[src/rtl/pascal_comment_and_routine_scanner_assert.svh]
`ifndef PASCAL_COMMENT_AND_ROUTINE_SCANNER_ASSERT_SVH
`define PASCAL_COMMENT_AND_ROUTINE_SCANNER_ASSERT_SVH

// Two conditions never hold together.
`define PCRS_ASSERT_EXCL(label, a, b) \
  label: assert property (@(posedge clk_i) disable iff (!rst_ni) !((a) && (b))) \
    else $error("pcrs: exclusive conditions both true");

// A condition always brings a consequence in the same cycle.
`define PCRS_ASSERT_IMPL(label, a, b) \
  label: assert property (@(posedge clk_i) disable iff (!rst_ni) (a) |-> (b)) \
    else $error("pcrs: implication violated");

`endif

[src/rtl/pcrs_pkg.sv]
package pcrs_pkg;

  // Comment tracker codes
  localparam logic [1:0] CM_SPACE   = 2'd0;
  localparam logic [1:0] CM_START   = 2'd1;
  localparam logic [1:0] CM_END     = 2'd2;
  localparam logic [1:0] CM_COMMENT = 2'd3;

  // Keyword matcher codes
  localparam logic [2:0] KW_CODE  = 3'd0;
  localparam logic [2:0] KW_PROC  = 3'd1;
  localparam logic [2:0] KW_FUNC  = 3'd2;
  localparam logic [2:0] KW_BEGIN = 3'd3;
  localparam logic [2:0] KW_END   = 3'd4;
  localparam logic [2:0] KW_SPACE = 3'd5;
  localparam logic [2:0] KW_NAME  = 3'd6;

  localparam logic [7:0] CH_LBRACE = 8'h7B;
  localparam logic [7:0] CH_RBRACE = 8'h7D;
  localparam logic [7:0] CH_LPAREN = 8'h28;
  localparam logic [7:0] CH_RPAREN = 8'h29;
  localparam logic [7:0] CH_STAR   = 8'h2A;
  localparam logic [7:0] CH_UNDER  = 8'h5F;

  localparam int unsigned IN_DATA_W  = 64;
  localparam int unsigned OUT_DATA_W = 96;

  typedef struct packed {
    logic [15:0] page;
    logic [31:0] char_position;
    logic [7:0]  lookahead_char;
    logic [7:0]  char_code;
  } in_beat_t;

  typedef struct packed {
    logic [3:0]  pad;
    logic [15:0] name_page;
    logic [31:0] name_end;
    logic [31:0] name_start;
    logic        name_done;
    logic        name_char;
    logic        routine_end;
    logic        italic;
    logic [7:0]  char_out;
  } out_beat_t;

  // Length of the keyword matched in a given mode
  function automatic logic [3:0] kw_len(input logic [2:0] mode);
    logic [3:0] len;
    case (mode)
      KW_PROC:  len = 4'd9;
      KW_FUNC:  len = 4'd8;
      KW_BEGIN: len = 4'd5;
      KW_END:   len = 4'd3;
      default:  len = 4'd0;
    endcase
    return len;
  endfunction

  // Expected byte at a position of the keyword in a given mode
  function automatic logic [7:0] kw_char(input logic [2:0] mode, input logic [3:0] idx);
    logic [7:0] ch;
    ch = 8'h00;
    case (mode)
      KW_PROC: begin
        case (idx)
          4'd0: ch = "p";
          4'd1: ch = "r";
          4'd2: ch = "o";
          4'd3: ch = "c";
          4'd4: ch = "e";
          4'd5: ch = "d";
          4'd6: ch = "u";
          4'd7: ch = "r";
          4'd8: ch = "e";
          default: ch = 8'h00;
        endcase
      end
      KW_FUNC: begin
        case (idx)
          4'd0: ch = "f";
          4'd1: ch = "u";
          4'd2: ch = "n";
          4'd3: ch = "c";
          4'd4: ch = "t";
          4'd5: ch = "i";
          4'd6: ch = "o";
          4'd7: ch = "n";
          default: ch = 8'h00;
        endcase
      end
      KW_BEGIN: begin
        case (idx)
          4'd0: ch = "b";
          4'd1: ch = "e";
          4'd2: ch = "g";
          4'd3: ch = "i";
          4'd4: ch = "n";
          default: ch = 8'h00;
        endcase
      end
      KW_END: begin
        case (idx)
          4'd0: ch = "e";
          4'd1: ch = "n";
          4'd2: ch = "d";
          default: ch = 8'h00;
        endcase
      end
      default: ch = 8'h00;
    endcase
    return ch;
  endfunction

endpackage

[src/rtl/pascal_comment_and_routine_scanner.sv]
// Pascal comment and routine scanner. Takes one source byte per beat with its
// lookahead byte, position and page, and returns one result beat per byte:
// the echoed byte, an italic flag for comment bytes, a flag on the end keyword
// that closes a routine, and the name capture of procedure/function headers
// (start, end and page on the byte after the name). Throughput is one byte per
// clock unless output back-pressure stalls it; a byte passes an input register
// and then a result register, from which its result is presented.
// The scanner state is updated in the single step between those registers,
// which sets the one-byte-per-cycle rate.
// Input ready follows output ready when both registers are full.
module pascal_comment_and_routine_scanner #(
  parameter int unsigned NAME_MAX  = 32,
  parameter int unsigned DEPTH_MAX = 255
) (
  input  logic                           clk_i,
  input  logic                           rst_ni,
  input  logic                           s_axis_tvalid,
  output logic                           s_axis_tready,
  // char_code[7:0], lookahead_char[15:8], char_position[47:16], page[63:48]
  input  logic [pcrs_pkg::IN_DATA_W-1:0] s_axis_tdata,
  // restart[0]
  input  logic                           s_axis_tuser,
  output logic                           m_axis_tvalid,
  input  logic                           m_axis_tready,
  // char_out[7:0], italic[8], routine_end[9], name_char[10], name_done[11],
  // name_start[43:12], name_end[75:44], name_page[91:76], zero[95:92]
  output logic [pcrs_pkg::OUT_DATA_W-1:0] m_axis_tdata
);
  import pcrs_pkg::*;

  localparam int unsigned NW = (NAME_MAX > 2) ? $clog2(NAME_MAX) : 1;
  localparam int unsigned DW = (DEPTH_MAX > 1) ? $clog2(DEPTH_MAX + 1) : 1;
  localparam int unsigned RW = DW + 1;

  logic              in_valid_q, in_valid_d;
  in_beat_t          in_q;
  logic              restart_q;
  logic              out_valid_q, out_valid_d;
  out_beat_t         out_q, out_d;
  logic              advance, step;

  logic [1:0]        cm_q, cm_d;
  logic [2:0]        kw_q, kw_d;
  logic [3:0]        idx_q, idx_d;
  logic [NW-1:0]     nlen_q, nlen_d;
  logic [31:0]       sstart_q, sstart_d;
  logic [15:0]       spage_q, spage_d;
  logic [DW-1:0]     bdepth_q, bdepth_d;
  logic signed [RW-1:0] rdepth_q, rdepth_d;

  assign advance       = !out_valid_q || m_axis_tready;
  assign s_axis_tready = !in_valid_q || advance;
  assign step          = in_valid_q && advance;
  assign in_valid_d    = s_axis_tready ? s_axis_tvalid : in_valid_q;
  assign out_valid_d   = advance ? in_valid_q : out_valid_q;
  assign m_axis_tvalid = out_valid_q;
  assign m_axis_tdata  = out_q;

  always_comb begin
    logic [7:0] c;
    logic       is_sp, is_al, is_an;
    logic [1:0] cm;
    logic [2:0] kw;
    logic [DW-1:0] bd;
    logic signed [RW-1:0] rd;
    logic [DW-1:0] bd_dec;

    c      = in_q.char_code;
    is_sp  = (c inside {8'h20, [8'h09:8'h0D]});
    is_al  = (c inside {["a":"z"], ["A":"Z"]});
    is_an  = is_al || (c inside {["0":"9"]});
    cm     = restart_q ? CM_SPACE : cm_q;
    kw     = restart_q ? KW_CODE : kw_q;
    bd     = restart_q ? '0 : bdepth_q;
    rd     = restart_q ? '0 : rdepth_q;
    bd_dec = bd - DW'(1);

    out_d          = '0;
    out_d.char_out = c;
    idx_d    = idx_q;
    nlen_d   = nlen_q;
    sstart_d = sstart_q;
    spage_d  = spage_q;
    bdepth_d = bd;
    rdepth_d = rd;
    cm_d     = cm;
    kw_d     = kw;

    case (cm)
      CM_SPACE: begin
        if (!is_sp) begin
          if (c == CH_LBRACE) begin
            cm_d         = CM_COMMENT;
            out_d.italic = 1'b1;
          end else if (c == CH_LPAREN) begin
            out_d.italic = (in_q.lookahead_char == CH_STAR);
            cm_d         = CM_START;
          end
        end
      end
      CM_START: begin
        if (c == CH_STAR) begin
          cm_d         = CM_COMMENT;
          out_d.italic = 1'b1;
        end else begin
          cm_d = CM_SPACE;
        end
      end
      CM_END: begin
        out_d.italic = 1'b1;
        if (c == CH_RPAREN) cm_d = CM_SPACE;
        else if (c != CH_STAR) cm_d = CM_COMMENT;
      end
      default: begin
        out_d.italic = 1'b1;
        if (c == CH_RBRACE) cm_d = CM_SPACE;
        else if (c == CH_STAR) cm_d = CM_END;
      end
    endcase

    // Only bytes that leave the comment tracker in the space or start state reach the keyword matcher
    if (cm_d == CM_SPACE || cm_d == CM_START) begin
      case (kw)
        KW_CODE: begin
          if (c == "b") begin
            kw_d = KW_BEGIN; idx_d = 4'd1;
          end else if (c == "e") begin
            kw_d = KW_END; idx_d = 4'd1;
          end else if (c == "f") begin
            kw_d = KW_FUNC; idx_d = 4'd1;
          end else if (c == "p") begin
            kw_d = KW_PROC; idx_d = 4'd1;
          end
        end
        KW_PROC, KW_FUNC, KW_BEGIN, KW_END: begin
          if (idx_q < kw_len(kw) && c == kw_char(kw, idx_q)) begin
            if (idx_q + 4'd1 == kw_len(kw)) begin
              idx_d = 4'd0;
              case (kw)
                KW_BEGIN: begin
                  kw_d = KW_CODE;
                  if (bd < DW'(DEPTH_MAX)) bdepth_d = bd + DW'(1);
                end
                KW_END: begin
                  kw_d = KW_CODE;
                  if (bd != '0) begin
                    bdepth_d = bd_dec;
                    if ($signed({1'b0, bd_dec}) == rd) begin
                      out_d.routine_end = 1'b1;
                      rdepth_d          = rd - RW'(1);
                    end
                  end
                end
                default: kw_d = KW_SPACE;
              endcase
            end else begin
              idx_d = idx_q + 4'd1;
            end
          end else begin
            kw_d = KW_CODE;
          end
        end
        KW_SPACE: begin
          if (!is_sp) begin
            if (is_al) begin
              nlen_d          = NW'(1);
              out_d.name_char = 1'b1;
              sstart_d        = in_q.char_position;
              spage_d         = in_q.page;
              kw_d            = KW_NAME;
            end else begin
              kw_d = KW_CODE;
            end
          end
        end
        KW_NAME: begin
          if ((is_an || c == CH_UNDER) && nlen_q < NW'(NAME_MAX - 1)) begin
            nlen_d          = nlen_q + NW'(1);
            out_d.name_char = 1'b1;
          end else begin
            out_d.name_done  = 1'b1;
            out_d.name_start = sstart_q;
            out_d.name_end   = in_q.char_position - 32'd1;
            out_d.name_page  = spage_q;
            kw_d             = KW_CODE;
            rdepth_d         = $signed({1'b0, bd});
          end
        end
        default: kw_d = KW_CODE;
      endcase
    end
  end

  always_ff @(posedge clk_i or negedge rst_ni) begin
    if (!rst_ni) begin
      in_valid_q  <= 1'b0;
      out_valid_q <= 1'b0;
      cm_q        <= CM_SPACE;
      kw_q        <= KW_CODE;
      idx_q       <= '0;
      nlen_q      <= '0;
      sstart_q    <= '0;
      spage_q     <= '0;
      bdepth_q    <= '0;
      rdepth_q    <= '0;
    end else begin
      in_valid_q  <= in_valid_d;
      out_valid_q <= out_valid_d;
      if (step) begin
        cm_q     <= cm_d;
        kw_q     <= kw_d;
        idx_q    <= idx_d;
        nlen_q   <= nlen_d;
        sstart_q <= sstart_d;
        spage_q  <= spage_d;
        bdepth_q <= bdepth_d;
        rdepth_q <= rdepth_d;
      end
    end
  end

  // Payload registers: input loads on handshake, result loads on step, no reset
  always_ff @(posedge clk_i) begin
    if (s_axis_tready && s_axis_tvalid) begin
      in_q      <= in_beat_t'(s_axis_tdata);
      restart_q <= s_axis_tuser;
    end
    if (step) begin
      out_q <= out_d;
    end
  end

`include "pascal_comment_and_routine_scanner_assert.svh"

  `PCRS_ASSERT_EXCL(a_name_flags_excl, m_axis_tvalid && out_q.name_done, out_q.name_char)
  `PCRS_ASSERT_EXCL(a_end_vs_name, m_axis_tvalid && out_q.routine_end, out_q.name_done)
  `PCRS_ASSERT_IMPL(a_depth_bound, 1'b1, bdepth_q <= DW'(DEPTH_MAX))
  `PCRS_ASSERT_IMPL(a_rdepth_floor, 1'b1, rdepth_q >= -$signed(RW'(1)))

endmodule
[config.mk]
export PLATFORM = sky130hd
export DESIGN_NAME = pascal_comment_and_routine_scanner
export DESIGN_NICKNAME = d
export VERILOG_FILES = /design/src/rtl/pcrs_pkg.sv /design/src/rtl/pascal_comment_and_routine_scanner.sv
export VERILOG_INCLUDE_DIRS = /design/src /design/src/rtl
export SDC_FILE = /design/constraint.sdc
export NUM_CORES = 1
export LEC_CHECK = 0
export BUFFER_PORTS_ARGS = -buffer_cell sky130_fd_sc_hd__buf_4
export CAP_MARGIN = 40
export CORE_MARGIN = 3
export CORE_UTILIZATION = 30
export DETAILED_ROUTE_END_ITERATION = 8
export PLACE_DENSITY = 0.56
export SYNTH_ARGS = -nofsm -noshare
export SYNTH_HDL_FRONTEND = slang
export SYNTH_SLANG_ARGS = --single-unit
[constraint.sdc]
create_clock -name clk_i -period 11.4 [get_ports clk_i]
set_input_delay 1.14 -clock clk_i [delete_from_list [all_inputs] [get_ports clk_i]]
set_output_delay 1.14 -clock clk_i [all_outputs]
set_load 0.1 [all_outputs]
==> metrics.cfg <==
[outcome]
status=completed

[routing]
firstDrtPassIters=5
wire_per_inst_um=18.01
vias=8275
ant_nets=0
top_layer_used=met4
wl_met2_mm=13.99
vias_per_cell=5.030
wl_met3_mm=1.426
drc_errors=0
dr.first_iter.drc_count=503
wl_met1_mm=13.78
drt-total-wl_mm=29.63

[synthesis]
synth.yosys.warnings=0
postSynthCellCount=976
synth_area_leaders=edfxtp_1 41%, dfrtp_1 18%, mux2_2 4.9%
synth_top_area_frac=0.4145
yosysSeqAreaShare=0.5927
syn_area_per_cell_um2=11.65
synth.distinct_cells=76
ys_async_sr_fraction=0.3403
yosysTopAreaCell=edfxtp_1
synthFlopType=edfxtp_1
synth_edf_count=157
syn-cell-area_um2=11370
yosys_register_bits=238

[floorplan]
dieArea_um2=40280
initial_utilization=0.3077
core_area_um2=36960
rows=70
io_pins=167
chipHeight_um=200.7
die_width_um=200.7

[worst_setup_path]
slowest_delay_ns=0.67
critical_path_buf_inv_count=2
required_ns=11.80
cpMaxStageDelayCell=or4_1
critical_path_class=flop to flop
path_cells=buf_4 > nor4b_1 > buf_1 > nor2_1 > nand2_1 > ha_1 > a2111oi_4 > nand2_1 > or3_1 > or4_1 > o21ai_1 > a21oi_1 > a211o_1
crit_path_end_kind=flop
arrival_ns=4.87
cp_common_cell=nand2_1
start_kind=flop
path_max_fanout=44
critical_path.top_delay_family=simple AND/OR/NAND/NOR gates

[timing]
setup_viol=0
fin_ws_ns=6.939
slew_headroom=0.4740
skew_ns=0.009398
min_period_ns=4.461
period_share=0.3913
tns_ns=0
hold_viol=0
worst_pin_slew_ns=0.7890
slew_violations=0
fmax_mhz=224.2
grt_setup_unrepaired=no

[power]
power_uw=2252
p_leak_uw=0.005556
powerDensity_nw_per_um2=161.6
ir_drop_mv=0.1104

[cts]
cts_sinks=238
cts_buffers=26
cts-hold-fix-buffers=0
clock_latency_ns=0.52
cts_tree=done
h-tree-depth=1
cts_setup_buffers=0
cts_resized=0
root_buffer=clkbuf_16
clkTransAtPathRegs_ns=0.06
cts_buffer_depth=3

[placement]
dpl_worst_slack_ns=6.992
dp_hpwl_mm=20.09
portBuffers=162
placed_cell_area_um2=13110
gp_congestion=0.8897

[global_route]
first_global_vias=8175
grt_antenna_before_repair=0
grt_remaining_overflow=0
grt_pass1_wl_mm=47.09
track_usage=0.1422
grt_max_degree=62

[job]
maxCapViolations=0

[hold_path]
min_path_type=flop to flop

[final_layout]
nets=1207
fin_area_um2=13940
area_delta_synth_final_pct=22.55
antenna_cells=0
nFillCells=3650
utilization=0.3771
final_layout_size_suffix_gt1_frac=0.2472

[per-layer routing]
| metal | up-vias | GRT usage |
|---|---|---|
| met3 | 31 | 0.02465 |
| met2 | 219 | 0.2329 |
| met4 | 0 | 0.02434 |
| li1 | 3944 | - |
| met5 | - | 0 |
| met1 | 4081 | 0.2014 |
[cell families (layout without fill, tap and decap cells)]
kind of cell,count (synthesis),count (layout),synth area share
other,1,4,0.0003297
xor gates and xnor gates,40,40,0.03080
DFF,238,238,0.5927
buffers and inverters,85,247,0.03047
AOI/OAI and AO/OA,187,187,0.1087
adders and majority gates,16,16,0.01760
and+or+nand+nor,354,354,0.1656
muxes,55,55,0.05380
[final timing paths]
kind,from,cells past startpoint,slack [ns],to
max reg2reg,restart_q,13,6.94,rdepth_q[2]
min,nlen_q[4],1,0.47,nlen_q[4]
max in group asynchronous,rst_ni,2,9.73,in_valid_q
min reg2reg,nlen_q[4],1,0.47,nlen_q[4]
max,restart_q,13,6.94,rdepth_q[2]
min in group asynchronous,rst_ni,1,0.60,sstart_q[7]
[flip-flops by register name, indices dropped and copies added (netlist names)]
| name | count |
|---|---|
| cm_q | 2 |
| sstart_q | 32 |
| in_q | 64 |
| rdepth_q | 9 |
| bdepth_q | 8 |
| m_axis_tvalid | 1 |
| m_axis_tdata | 92 |
| restart_q | 1 |
| kw_q | 3 |
| in_valid_q | 1 |
| nlen_q | 5 |
| idx_q | 4 |
| spage_q | 16 |
[cell type report]
| type | count | area [um^2] | share of cell area |
|---|---|---|---|
| Sequential cell | 238 | 6741 | 0.4837 |
| Clock buffer | 36 | 739.5 | 0.05305 |
| Timing Repair Buffer | 175 | 1330 | 0.09542 |
| Multi-Input combinational cell | 656 | 4314 | 0.3095 |
| Clock inverter | 11 | 86.33 | 0.006194 |
| Tap cell | 504 | 630.6 | 0.04524 |
| Inverter | 25 | 96.34 | 0.006912 |
[synthesized netlist by cell type (all sizes together) (9+ instances only)]
library cell / number
xor2: 9
nor3: 27
nor2b: 14
xnor2: 31
or3: 13
nand2: 67
a21oi: 39
inv: 25
dfrtp: 81
nand3: 24
buf: 14
mux2: 49
edfxtp: 157
o211ai: 9
o31ai: 9
ha: 16
nor4: 19
or4: 9
o21ai: 57
nand2b: 12
clkbuf: 46
and3: 56
nor2: 72
[stage by stage]
step / std cells / hold WS (ns)
after CTS: 1645 / 0.4781
after global placement: 1596 / 0.4593
final: 1645 / 0.4745
after global routing: 1645 / 0.4952
after detailed placement: 1598 / 0.4647
after floorplan: 979 / 0.4244
[worst reg2reg max path, cell delays in order, from the launching register on]
cell and delay, ns:
edfxtp_1 0.35, buf_4 0.28, nor4b_1 0.68, buf_1 0.25, nor2_1 0.11, nand2_1 0.10, ha_1 0.25, a2111oi_4 0.54
nand2_1 0.08, or3_1 0.47, or4_1 0.67, o21ai_1 0.19, a21oi_1 0.09, a211o_1 0.29
[layout by cell type (no fill, tap or decap), types with 14 or more instances in the layout]
cell and n:
a21oi_1 39, xnor2_1 31, nor2b_1 14, o21ai_0 54, clkbuf_16 27, dfrtp_1 81, inv_1 23, buf_4 173
nor3_1 26, nor2_1 70, edfxtp_1 157, nor4_1 18, nand3_1 24, mux2_2 49, and3_1 56, ha_1 16
nand2_1 67
[where the power goes]
group | leakage (uW) | total (uW) | internal [uW] | switching, uW
combinational | 0.00250 | 412 | 116 | 295
clock | 0.000403 | 806 | 475 | 332
sequential | 0.00265 | 1030 | 979 | 55.3
total | 0.00556 | 2250 | 1570 | 682
Note: power is estimated with default switching activity, not from simulation.
